--- config.mk ---
export PLATFORM = sky130hd
export DESIGN_NAME = bde_queue
export DESIGN_NICKNAME = d
export VERILOG_FILES = /design/src/sv/bde_pkg.sv /design/src/sv/bde_queue.sv
export SDC_FILE = /design/constraint.sdc
export NUM_CORES = 1
export LEC_CHECK = 0
export BUFFER_PORTS_ARGS = -buffer_cell sky130_fd_sc_hd__buf_4
export CORE_ASPECT_RATIO = 1.75
export CORE_UTILIZATION = 45
export DETAILED_ROUTE_END_ITERATION = 8
export PLACE_DENSITY = 0.74
export REMOVE_ABC_BUFFERS = 1
export SLEW_MARGIN = 25
export SYNTH_ARGS = -nofsm -noshare
export SYNTH_HDL_FRONTEND = slang
export SYNTH_SLANG_ARGS = --single-unit
--- constraint.sdc ---
create_clock -name clk -period 3.9 [get_ports clk]
set_input_delay 0.78 -clock clk [delete_from_list [all_inputs] [get_ports clk]]
set_output_delay 0.78 -clock clk [all_outputs]
set_load 0.01 [all_outputs]
--- src/sv/bde_pkg.sv ---
`timescale 1ns / 1ps
// ----------------------------------------------------------------------------
// bde_pkg
// Shared types and constants of the bitmap draw engine.
// ----------------------------------------------------------------------------
package bde_pkg;

    // coordinate and accumulator widths
    localparam int CW = 10;
    localparam int AW = 20;

    // command codes
    localparam logic [3:0] CMD_PLOT      = 4'd0;
    localparam logic [3:0] CMD_LINE      = 4'd1;
    localparam logic [3:0] CMD_TRIANGLE  = 4'd2;
    localparam logic [3:0] CMD_RECT      = 4'd3;
    localparam logic [3:0] CMD_CIRCLE    = 4'd4;
    localparam logic [3:0] CMD_CLR_RECT  = 4'd5;
    localparam logic [3:0] CMD_CLR_ALL   = 4'd6;
    localparam logic [3:0] CMD_SHIFT     = 4'd7;
    localparam logic [3:0] CMD_MIRROR    = 4'd8;
    localparam logic [3:0] CMD_READ      = 4'd9;

    // configuration register indexes
    localparam logic REG_ACTIVE_WIDTH  = 1'b0;
    localparam logic REG_ACTIVE_HEIGHT = 1'b1;

    typedef enum logic [2:0] {
        OP_NOP,
        OP_LINES,
        OP_CIRCLE,
        OP_CLR_RECT,
        OP_CLR_ALL,
        OP_REMAP,
        OP_READ
    } op_t;

    typedef enum logic [2:0] {
        ST_IDLE,
        ST_SETUP,
        ST_MODW,
        ST_ROW_RD,
        ST_ROW_LD,
        ST_PIX,
        ST_ROW_WR,
        ST_DONE
    } st_t;

    // classified command as it sits in the queue
    typedef struct packed {
        op_t               op;
        logic [3:0]        cmd;
        logic [1:0]        nl_last;
        logic              is_mirror;
        logic [1:0]        flip;
        logic signed [7:0] xa;
        logic signed [7:0] ya;
        logic signed [7:0] xb;
        logic signed [7:0] yb;
        logic signed [7:0] xc;
        logic signed [7:0] yc;
        logic [6:0]        radius;
    } job_t;

    // one line segment
    typedef struct packed {
        logic signed [7:0] x1;
        logic signed [7:0] y1;
        logic signed [7:0] x2;
        logic signed [7:0] y2;
    } seg_t;

endpackage

--- src/sv/bde_queue.sv ---
`timescale 1ns / 1ps
// ----------------------------------------------------------------------------
// bde_queue
// Two-entry queue of classified commands between front and back.
// ----------------------------------------------------------------------------
module bde_queue
    import bde_pkg::*;
(
    input  logic clk,
    input  logic rst_n,
    input  logic push,
    input  job_t push_data,
    output logic full,
    input  logic pop,
    output logic empty,
    output job_t head
);

    job_t       entry_reg [2];
    logic       wr_ptr_reg;
    logic       rd_ptr_reg;
    logic [1:0] count_reg;
    logic [1:0] count_next;

    assign full  = (count_reg == 2'd2);
    assign empty = (count_reg == 2'd0);
    assign head  = entry_reg[rd_ptr_reg];

    always_comb
    begin
        count_next = count_reg;
        if (push && !pop)
            count_next = count_reg + 2'd1;
        else if (pop && !push)
            count_next = count_reg - 2'd1;
    end

    // pointers and fill count
    always_ff @(posedge clk or negedge rst_n)
    begin
        if (!rst_n)
        begin
            wr_ptr_reg <= 1'b0;
            rd_ptr_reg <= 1'b0;
            count_reg  <= 2'd0;
        end
        else
        begin
            if (push)
                wr_ptr_reg <= !wr_ptr_reg;
            if (pop)
                rd_ptr_reg <= !rd_ptr_reg;
            count_reg <= count_next;
        end
    end

    // payload
    always_ff @(posedge clk)
    begin
        if (push)
            entry_reg[wr_ptr_reg] <= push_data;
    end

endmodule

==> summary.md <==
| Metric | Value |
|---|---|
| Clk_lat worst skew | `0.40 ns` |
| Worst-case clock buffer depth | `2` |
| Worst-path maximum fanout | `68` |
| Worst min-delay path class | `input port to async pin` |
| Relative slew slack | `31.5%` |
| Critical path's top delay family | `flip-flops` |
| Vias in the first global route | `2654` |
| Setup Crit Path Kind | `flop to primary output` |
| Detailed Route WL | `8830 um` |
| Final Slew Violations | `0` |
| Placeable Area | `0.0111 mm2` |
| RR Startpoint | `wr_ptr_reg` |
| Via count | `2564` |
| Synth area leader | `edfxtp_1` |
| Synthesized area | `0.00511 mm2` |
| Vias per cell | `4.91` |
| ANT cells | `0` |
| Area of the die | `0.0118 mm2` |
| Slowest stage delay, CP | `1.04 ns` |
| Max reg flops | `134` |
| Register-to-register setup slack | `2.27 ns` |
| Crit-path slowest cell | `dfrtp_4` |
| Leak pwr | `2.66 nW` |
| Worst-path clk slew | `0.06 ns` |
| Total global-route track usage | `16.0%` |
| Pre-CTS setup slack | `1.41 ns` |
| Final period util | `74.6%` |
| Startpoint types | `flop` |
| HPWL after detailed placement | `5840 um` |
| Area Growth Syn to Fin | `34.2%` |
| Final setup skew | `0.00736 ns` |
| Synth warn | `0` |
| Pin count of the biggest net entering global routing | `69` |
| RSZ-0062 raised after global routing | `false` |
| Total Power | `0.00508 W` |
| CTS tree | `yes` |
| Resized cells post-CTS | `0` |
| Synth area leaders | `edfxtp_1, mux2_2, mux2_4, dfrtp_1, xor2_1` |
| Wire per inst | `16.9 um` |
| Seq/Total Area, Yosys | `80.7%` |
| Least-Margin Pin Slew | `1.03 ns` |
| TritonRoute pass-1 iters | `4` |
| Initial Utilization | `46.0%` |
| Number of rows in the core area | `51` |
| R2r endpoint | `entry_reg[1][56]` |
| WP data arrival | `2.13 ns` |
| Initial DRC Count | `74` |
| Crit. End Element | `primary output` |
| FF+latch count, synth | `138` |
| Area fraction of the dominant cell type after synthesis | `78.7%` |
| Buffers & Inverters on Critical Path | `1` |
| Antenna viol nets, final | `0` |
| Fmax | `0.344 GHz` |
| Commonest non-fill, non-tap cells in the layout | `buf_4, edfxtp_1, mux2_2` |
| Post-CTS setup buffer count | `0` |
| Synth Instances | `225` |
| Htree depth | `4` |
| DRC violations left | `0` |
| IO Port Bufs | `139` |
| Setup ws final | `0.991 ns` |
| CTS Buf Count | `17` |
| # setup viols final | `0` |
| Worst reg2reg path depth | `1` |
| CTS root buffer | `clkbuf_16` |
| Initial antenna violation count | `0` |
| Height of the die | `143 um` |
| Critical Path, Cell by Cell | `mux2_2 -> buf_4` |
| WHS | `0.166 ns` |
| Commonest non-fill, non-tap cell in the layout | `buf_4` |
| Syn Area/Cell | `22.7 um2` |
| Status | `complete, no violations` |
| Post-CTS Hold Buffers | `0` |
| Final worst path period need | `2.91 ns` |
| Die W | `82.6 um` |
| Fin nets | `449` |
| Routability cong. | `0.724` |
| Power per cell area | `741 mW/mm2` |
| Peak supply drop | `0.586 mV` |
| Max Cap Violations | `0` |
| First-pass GRT wire length | `13200 um` |
| Fraction of layout instances using a drive strength above 1 | `61.5%` |
| Total gr overflow | `0` |
| Worst EP required | `3.12 ns` |
| Netlist cell types | `14` |
| Number of top-level pins | `140` |
| Final Hold Viols | `0` |
| CTS sink count | `138` |
[cell usage after synthesis, drive strengths merged]
cell type and number:
nor2b 2, xnor2 1, edfxtp 134, dfrtp 4, nor2 2, buf 8
and2 1, inv 1, mux2 67, xor2 4, ha 1
[stage by stage]
step                      util, %  TNS [ns]  cells  cell area, um2
after global placement       56.5         0    490            6280
after global routing         61.8         0    522            6860
after CTS                    61.8         0    522            6860
final                        61.8         0    522            6860
after detailed placement     56.5         0    490            6280
after floorplan                 -    -21.64    217            5040
[logic make-up (layout without fill, tap and decap cells)]
logic type | Yosys count | after routing | synth area share (%)
xor gates and xnor gates | 5 | 5 | 0.857
muxes | 67 | 67 | 16.2
buffers and inverters | 9 | 174 | 1.49
and+or+nand+nor | 5 | 5 | 0.514
adders and majority gates | 1 | 1 | 0.245
DFF | 138 | 138 | 80.7
[cell type report]
type / count / area, um2
sequential: 138 / 4130
timing repair buffer: 141 / 1060
multi-input combinational: 78 / 922
fill: 843 / 4240
clock inverter: 11 / 121
clock buffer: 21 / 460
inverter: 1 / 3.75
tap: 132 / 165
[report_power, final]
part,internal [W],switching (W),leakage [nW]
clock network,0.000972,0.000557,0.273
registers,0.00197,0.000227,1.30
logic,0.000805,0.000546,1.08
total,0.00375,0.00133,2.66
[routing by layer]
layer / track usage (%) / vias to the layer above / wire length (um)
met1: 15.8 / 1274 / 3010
met2: 28.6 / 88 / 5170
li1: - / 1190 / -
met5: 0 / - / 0
met4: 7.80 / 0 / 181
met3: 5.56 / 12 / 461
[worst max path at each step]
stage	slack, ns	start	depth (start not counted)	endpoint
after floorplan	-0.32	push	1	entry_reg[0][0]
after global placement	1.42	rd_ptr_reg	2	head[19]
after detailed placement	1.41	rd_ptr_reg	2	head[19]
after CTS	0.96	rd_ptr_reg	2	head[19]
after global routing	0.92	rd_ptr_reg	2	head[53]
final	0.99	rd_ptr_reg	2	head[62]
No activity file was read; power rests on OpenSTA's default activity.
