`src/sv/bde_pkg.sv`:
```
`timescale 1ns / 1ps
// ----------------------------------------------------------------------------
// bde_pkg
// Shared types and constants of the bitmap draw engine.
// ----------------------------------------------------------------------------
package bde_pkg;

    // coordinate and accumulator widths
    localparam int CW = 10;
    localparam int AW = 20;

    // command codes
    localparam logic [3:0] CMD_PLOT      = 4'd0;
    localparam logic [3:0] CMD_LINE      = 4'd1;
    localparam logic [3:0] CMD_TRIANGLE  = 4'd2;
    localparam logic [3:0] CMD_RECT      = 4'd3;
    localparam logic [3:0] CMD_CIRCLE    = 4'd4;
    localparam logic [3:0] CMD_CLR_RECT  = 4'd5;
    localparam logic [3:0] CMD_CLR_ALL   = 4'd6;
    localparam logic [3:0] CMD_SHIFT     = 4'd7;
    localparam logic [3:0] CMD_MIRROR    = 4'd8;
    localparam logic [3:0] CMD_READ      = 4'd9;

    // configuration register indexes
    localparam logic REG_ACTIVE_WIDTH  = 1'b0;
    localparam logic REG_ACTIVE_HEIGHT = 1'b1;

    typedef enum logic [2:0] {
        OP_NOP,
        OP_LINES,
        OP_CIRCLE,
        OP_CLR_RECT,
        OP_CLR_ALL,
        OP_REMAP,
        OP_READ
    } op_t;

    typedef enum logic [2:0] {
        ST_IDLE,
        ST_SETUP,
        ST_MODW,
        ST_ROW_RD,
        ST_ROW_LD,
        ST_PIX,
        ST_ROW_WR,
        ST_DONE
    } st_t;

    // classified command as it sits in the queue
    typedef struct packed {
        op_t               op;
        logic [3:0]        cmd;
        logic [1:0]        nl_last;
        logic              is_mirror;
        logic [1:0]        flip;
        logic signed [7:0] xa;
        logic signed [7:0] ya;
        logic signed [7:0] xb;
        logic signed [7:0] yb;
        logic signed [7:0] xc;
        logic signed [7:0] yc;
        logic [6:0]        radius;
    } job_t;

    // one line segment
    typedef struct packed {
        logic signed [7:0] x1;
        logic signed [7:0] y1;
        logic signed [7:0] x2;
        logic signed [7:0] y2;
    } seg_t;

endpackage

```
`src/sv/bde_ifs.sv`:
```
`timescale 1ns / 1ps
// ----------------------------------------------------------------------------
// bde_ifs
// Channel interfaces: command input, result output and register writes.
// ----------------------------------------------------------------------------
interface bde_cmd_if;
    logic              valid;
    logic              ready;
    logic [3:0]        cmd;
    logic signed [7:0] x_a;
    logic signed [7:0] y_a;
    logic signed [7:0] x_b;
    logic signed [7:0] y_b;
    logic signed [7:0] x_c;
    logic signed [7:0] y_c;
    logic [6:0]        radius;
    logic [1:0]        flip_axes;

    modport source (output valid, cmd, x_a, y_a, x_b, y_b, x_c, y_c, radius, flip_axes,
                    input ready);
    modport sink (input valid, cmd, x_a, y_a, x_b, y_b, x_c, y_c, radius, flip_axes,
                  output ready);
endinterface


```
`src/sv/bde_front.sv`:
```
`timescale 1ns / 1ps
// ----------------------------------------------------------------------------
// bde_front
// Accepts commands and classifies them into queue entries.
// ----------------------------------------------------------------------------
module bde_front
    import bde_pkg::*;
(
    input  logic      q_full,
    bde_cmd_if.sink   cmds,
    output logic      push,
    output job_t      job
);

    assign cmds.ready = !q_full;
    assign push       = cmds.valid && !q_full;

    // classify the command
    always_comb
    begin
        job           = '0;
        job.op        = OP_NOP;
        job.cmd       = cmds.cmd;
        job.flip      = cmds.flip_axes;
        job.xa        = cmds.x_a;
        job.ya        = cmds.y_a;
        job.xb        = cmds.x_b;
        job.yb        = cmds.y_b;
        job.xc        = cmds.x_c;
        job.yc        = cmds.y_c;
        job.radius    = cmds.radius;
        case (cmds.cmd)
            CMD_PLOT:
            begin
                job.op = OP_LINES;
                job.xb = cmds.x_a;
                job.yb = cmds.y_a;
            end
            CMD_LINE:     job.op = OP_LINES;
            CMD_TRIANGLE:
            begin
                job.op      = OP_LINES;
                job.nl_last = 2'd2;
            end
            CMD_RECT:
            begin
                job.op      = OP_LINES;
                job.nl_last = 2'd3;
            end
            CMD_CIRCLE:   job.op = OP_CIRCLE;
            CMD_CLR_RECT:
            begin
                // order the corners
                job.op = OP_CLR_RECT;
                job.xa = (cmds.x_a < cmds.x_b) ? cmds.x_a : cmds.x_b;
                job.xb = (cmds.x_a < cmds.x_b) ? cmds.x_b : cmds.x_a;
                job.ya = (cmds.y_a < cmds.y_b) ? cmds.y_a : cmds.y_b;
                job.yb = (cmds.y_a < cmds.y_b) ? cmds.y_b : cmds.y_a;
            end
            CMD_CLR_ALL:  job.op = OP_CLR_ALL;
            CMD_SHIFT:    job.op = OP_REMAP;
            CMD_MIRROR:
            begin
                job.op        = (cmds.flip_axes == 2'b00) ? OP_NOP : OP_REMAP;
                job.is_mirror = 1'b1;
            end
            CMD_READ:     job.op = OP_READ;
            default:      job.op = OP_NOP;
        endcase
    end

endmodule

```
`src/flat_wrapper.sv`:
```
// flat-port wrapper written by rule: the top's interface ports become plain ports
module bde_front_flat import bde_pkg::*;
  (q_full, push, job, cmds_valid, cmds_cmd, cmds_x_a, cmds_y_a, cmds_x_b, cmds_y_b, cmds_x_c, cmds_y_c, cmds_radius, cmds_flip_axes, cmds_ready);
  bde_cmd_if cmds_i ();
  input  logic q_full;
  output logic push;
  output job_t job;
  input wire logic [$bits(cmds_i.valid)-1:0] cmds_valid;
  input wire logic [$bits(cmds_i.cmd)-1:0] cmds_cmd;
  input wire logic [$bits(cmds_i.x_a)-1:0] cmds_x_a;
  input wire logic [$bits(cmds_i.y_a)-1:0] cmds_y_a;
  input wire logic [$bits(cmds_i.x_b)-1:0] cmds_x_b;
  input wire logic [$bits(cmds_i.y_b)-1:0] cmds_y_b;
  input wire logic [$bits(cmds_i.x_c)-1:0] cmds_x_c;
  input wire logic [$bits(cmds_i.y_c)-1:0] cmds_y_c;
  input wire logic [$bits(cmds_i.radius)-1:0] cmds_radius;
  input wire logic [$bits(cmds_i.flip_axes)-1:0] cmds_flip_axes;
  output wire logic [$bits(cmds_i.ready)-1:0] cmds_ready;
  assign cmds_i.valid = cmds_valid;
  assign cmds_i.cmd = cmds_cmd;
  assign cmds_i.x_a = cmds_x_a;
  assign cmds_i.y_a = cmds_y_a;
  assign cmds_i.x_b = cmds_x_b;
  assign cmds_i.y_b = cmds_y_b;
  assign cmds_i.x_c = cmds_x_c;
  assign cmds_i.y_c = cmds_y_c;
  assign cmds_i.radius = cmds_radius;
  assign cmds_i.flip_axes = cmds_flip_axes;
  assign cmds_ready = cmds_i.ready;
  bde_front u_core (.q_full(q_full), .cmds(cmds_i), .push(push), .job(job));
endmodule
```
`config.mk`:
```
export PLATFORM = sky130hd
export DESIGN_NAME = bde_front_flat
export DESIGN_NICKNAME = d
export VERILOG_FILES = /design/src/sv/bde_pkg.sv /design/src/sv/bde_ifs.sv /design/src/sv/bde_front.sv /design/src/flat_wrapper.sv
export SDC_FILE = /design/constraint.sdc
export NUM_CORES = 1
export LEC_CHECK = 0
export BUFFER_PORTS_ARGS = -buffer_cell sky130_fd_sc_hd__buf_4
export CORE_MARGIN = 1
export CORE_UTILIZATION = 35
export DETAILED_ROUTE_END_ITERATION = 10
export PLACE_DENSITY = 0.79
export SETUP_SLACK_MARGIN = 0.5
export SLEW_MARGIN = 25
export SYNTH_ARGS = -nofsm -noshare
export SYNTH_HDL_FRONTEND = slang
export SYNTH_SLANG_ARGS = --single-unit
```
`constraint.sdc`:
```
create_clock -name vclk -period 5.88
set_input_delay 0.882 -clock vclk [all_inputs]
set_output_delay 0.882 -clock vclk [all_outputs]
set_load 0.02 [all_outputs]
```
==> impl_results.md <==
* Max Clk Rate at 265.9 MHz
* Routability cong. at 0.7206
* Max-slew violations at 0
* Die Ht at 61.73 um
* Reg power frac at 0
* Top cell by count, worst path: buf_4
* Status: finished clean
* Worst Max-Slew Pin Slew at 0.4604 ns
* Clock buffers at 0
* Placed cell areas at 1712 um2
* Max Cap Viol at 0
* Setup ws final at 2.119 ns
* Clock power frac at 0
* Post-synthesis sequential area ratio at 0
* Pre-CTS setup slack at 2.124 ns
* CP Max Fanout at 7
* Detailed Route Iter0 Violations at 26
* Vias at 1,220
* Peak VDD IR at 0.03466 mV
* Final instance area at 1712 um2
* Post-Syn Area at 1249 um2
* Hold-fix buffers, CTS at 0
* Mean routed wirelength per cell at 11.06 um
* Setup Fix Bufs, Post-CTS at 0
* Internal power at 0.00007437 W
* Post-DP HPWL at 2415 um
* Power density over the cells at 85.93 nW/um2
* Headroom to the max-slew limit at 0.6905
* Drt drc at 0
* DRT Pass-1 Iters at 4
* Largest net degree at the start of global routing at 11
* Cells after Synth at 153
* Crit path max-delay cell type: o311a_1
* Vias/cell at 4.803
* Nets at 287
* Final hold violation count at 0
* Area Growth Syn to Fin at 37.07%
* Routed WL at 2810 um
* Synth top area share at 0.2074
* Core area at 3390 um2
* P_sw at 0.00007270 W
* I/O pin cnt at 132
* Port buffer count at 86
* Largest stage delay, worst path at 0.42 ns
* Startpoint types: input port
* Leakage at 0.8809 nW
* Req. time, crit path at 5.00 ns
* Yosys warnings at 0
* Full die area at 3811 um2
* Avg Inst Size Synth at 8.161 um2
* Synth cell types at 36
* Setup TNS at 0 ns
* Crit-path cells: buf_4 -> inv_1 -> ha_1 -> nand4_1 -> o311a_1 -> a21oi_2 -> mux2_2 -> buf_4
* Initial antenna violation count at 0
* Synthesized Nets at 230
* Synth area leader: mux2_2
* Post-CTS Resized at 0
* Worst Hold Class: input port to primary output
* Comb power frac at 1.000
* Initial Utilization at 0.3684
* Ranking of synthesized cells by area: mux2_2 (21%), buf_4 (17%), ha_1 (14%), mux2_4 (8.4%), inv_1 (5.7%)
* Diode count at 0
* Routed Antenna Nets at 0
* Global-route wire length before repair at 3801 um
* Final period utilization at 0.6396
* Most frequent cells in the layout: buf_4 (86), mux2_2 (23), inv_1 (19), ha_1 (14)
* Die X at 61.73 um
* Setup Viol. Count Final at 0
* Cell Rows at 21
* Period minus WS final at 3.761 ns
* Arr. time, crit path at 2.88 ns
* GRT Total Usage at 0.1248
* Layout cells sized above 1 at 0.6010
* GR Overflow Total at 0
* Commonest non-fill, non-tap cell in the layout: buf_4
* Vias in the first global route at 918
* Sequential Area at 0 um2
* Crit end category: primary output
* Setup CP Type: input port to primary output
* RSZ-0062 raised after global routing: no
* Switching share of power at 0.4943
* Seq cells at 0
## worst max-delay path: cells and delay by family
family,cells,cell delay [ns]
compound gates,2,0.82
fa+ha+maj,1,0.39
buf+inv,3,0.29
mux,1,0.39
simple gates,1,0.12
## metal layers
layer  global-route usage  vias to the layer above  routed length [um]
li1                     -                      627                   -
met1               0.1689                      522                1252
met5                    0                        -                   0
met2               0.2197                       65                1296
met4              0.01587                        0                  20
met3              0.01242                        6                 240
## cells by family (layout without fill, tap and decap cells)
| group | count (synthesis) | after routing | synth area share |
|---|---|---|---|
| AO/OA/AOI/OAI | 24 | 24 | 0.1413 |
| AND/OR/NAND/NOR | 32 | 32 | 0.1563 |
| buffers and inverters | 51 | 106 | 0.2525 |
| multiplexers | 32 | 32 | 0.3096 |
| adder cells (fa/ha/maj) | 14 | 14 | 0.1403 |
## worst paths after layout
check / startpoint / to / slack [ns] / depth (start not counted)
worst max-delay path: cmds_y_b[7] / job[40] / 2.12 / 8
worst min-delay path: cmds_y_c[3] / job[10] / 1.76 / 0
## area by class of cell
class / instances / area [um2]
well taps: 46 / 57.56
inverters: 20 / 75.07
repair buffers: 86 / 645.6
fillers: 351 / 1678
multi-input cells: 102 / 933.4
## stage by stage
stage / hold WS, ns / std cells / total power [W] / util
floorplan: 1.841 / 153 / 0.0001095 / -
global placement: 1.764 / 254 / 0.0001461 / 0.5050
detailed placement: 1.764 / 254 / 0.0001476 / 0.5050
CTS: 1.764 / 254 / 0.0001482 / 0.5050
global route: 1.764 / 254 / 0.0001605 / 0.5050
finish: 1.764 / 254 / 0.0001471 / 0.5050
## Yosys cell counts
library cell,n
buf_4,29
mux2_2,23
inv_1,19
ha_1,14
mux2_4,7
nor3_1,7
o21ai_0,7
a21oi_1,6
nor2_1,4
nand2_1,3
nor2b_1,3
a211o_1,2
and2_1,2
buf_6,2
mux2_1,2
nand2b_1,2
o211ai_1,2
a21oi_2,1
a221oi_2,1
a31oi_1,1
a31oi_4,1
and2_4,1
and3_1,1
and4bb_2,1
inv_2,1
nand3_1,1
nand3b_1,1
nand4_1,1
nor4_1,1
nor4_2,1
o21ai_2,1
o22a_1,1
o311a_1,1
or2b_1,1
or3_1,1
or3b_4,1
## power by group through the flow
stage                     Combinational [W]  Clock (W)  Sequential, W
after floorplan                    0.000109          0              0
after global placement             0.000146          0              0
after detailed placement           0.000148          0              0
after CTS                          0.000148          0              0
after global routing               0.000160          0              0
final                              0.000147          0              0
No activity file was read; power rests on OpenSTA's default activity.
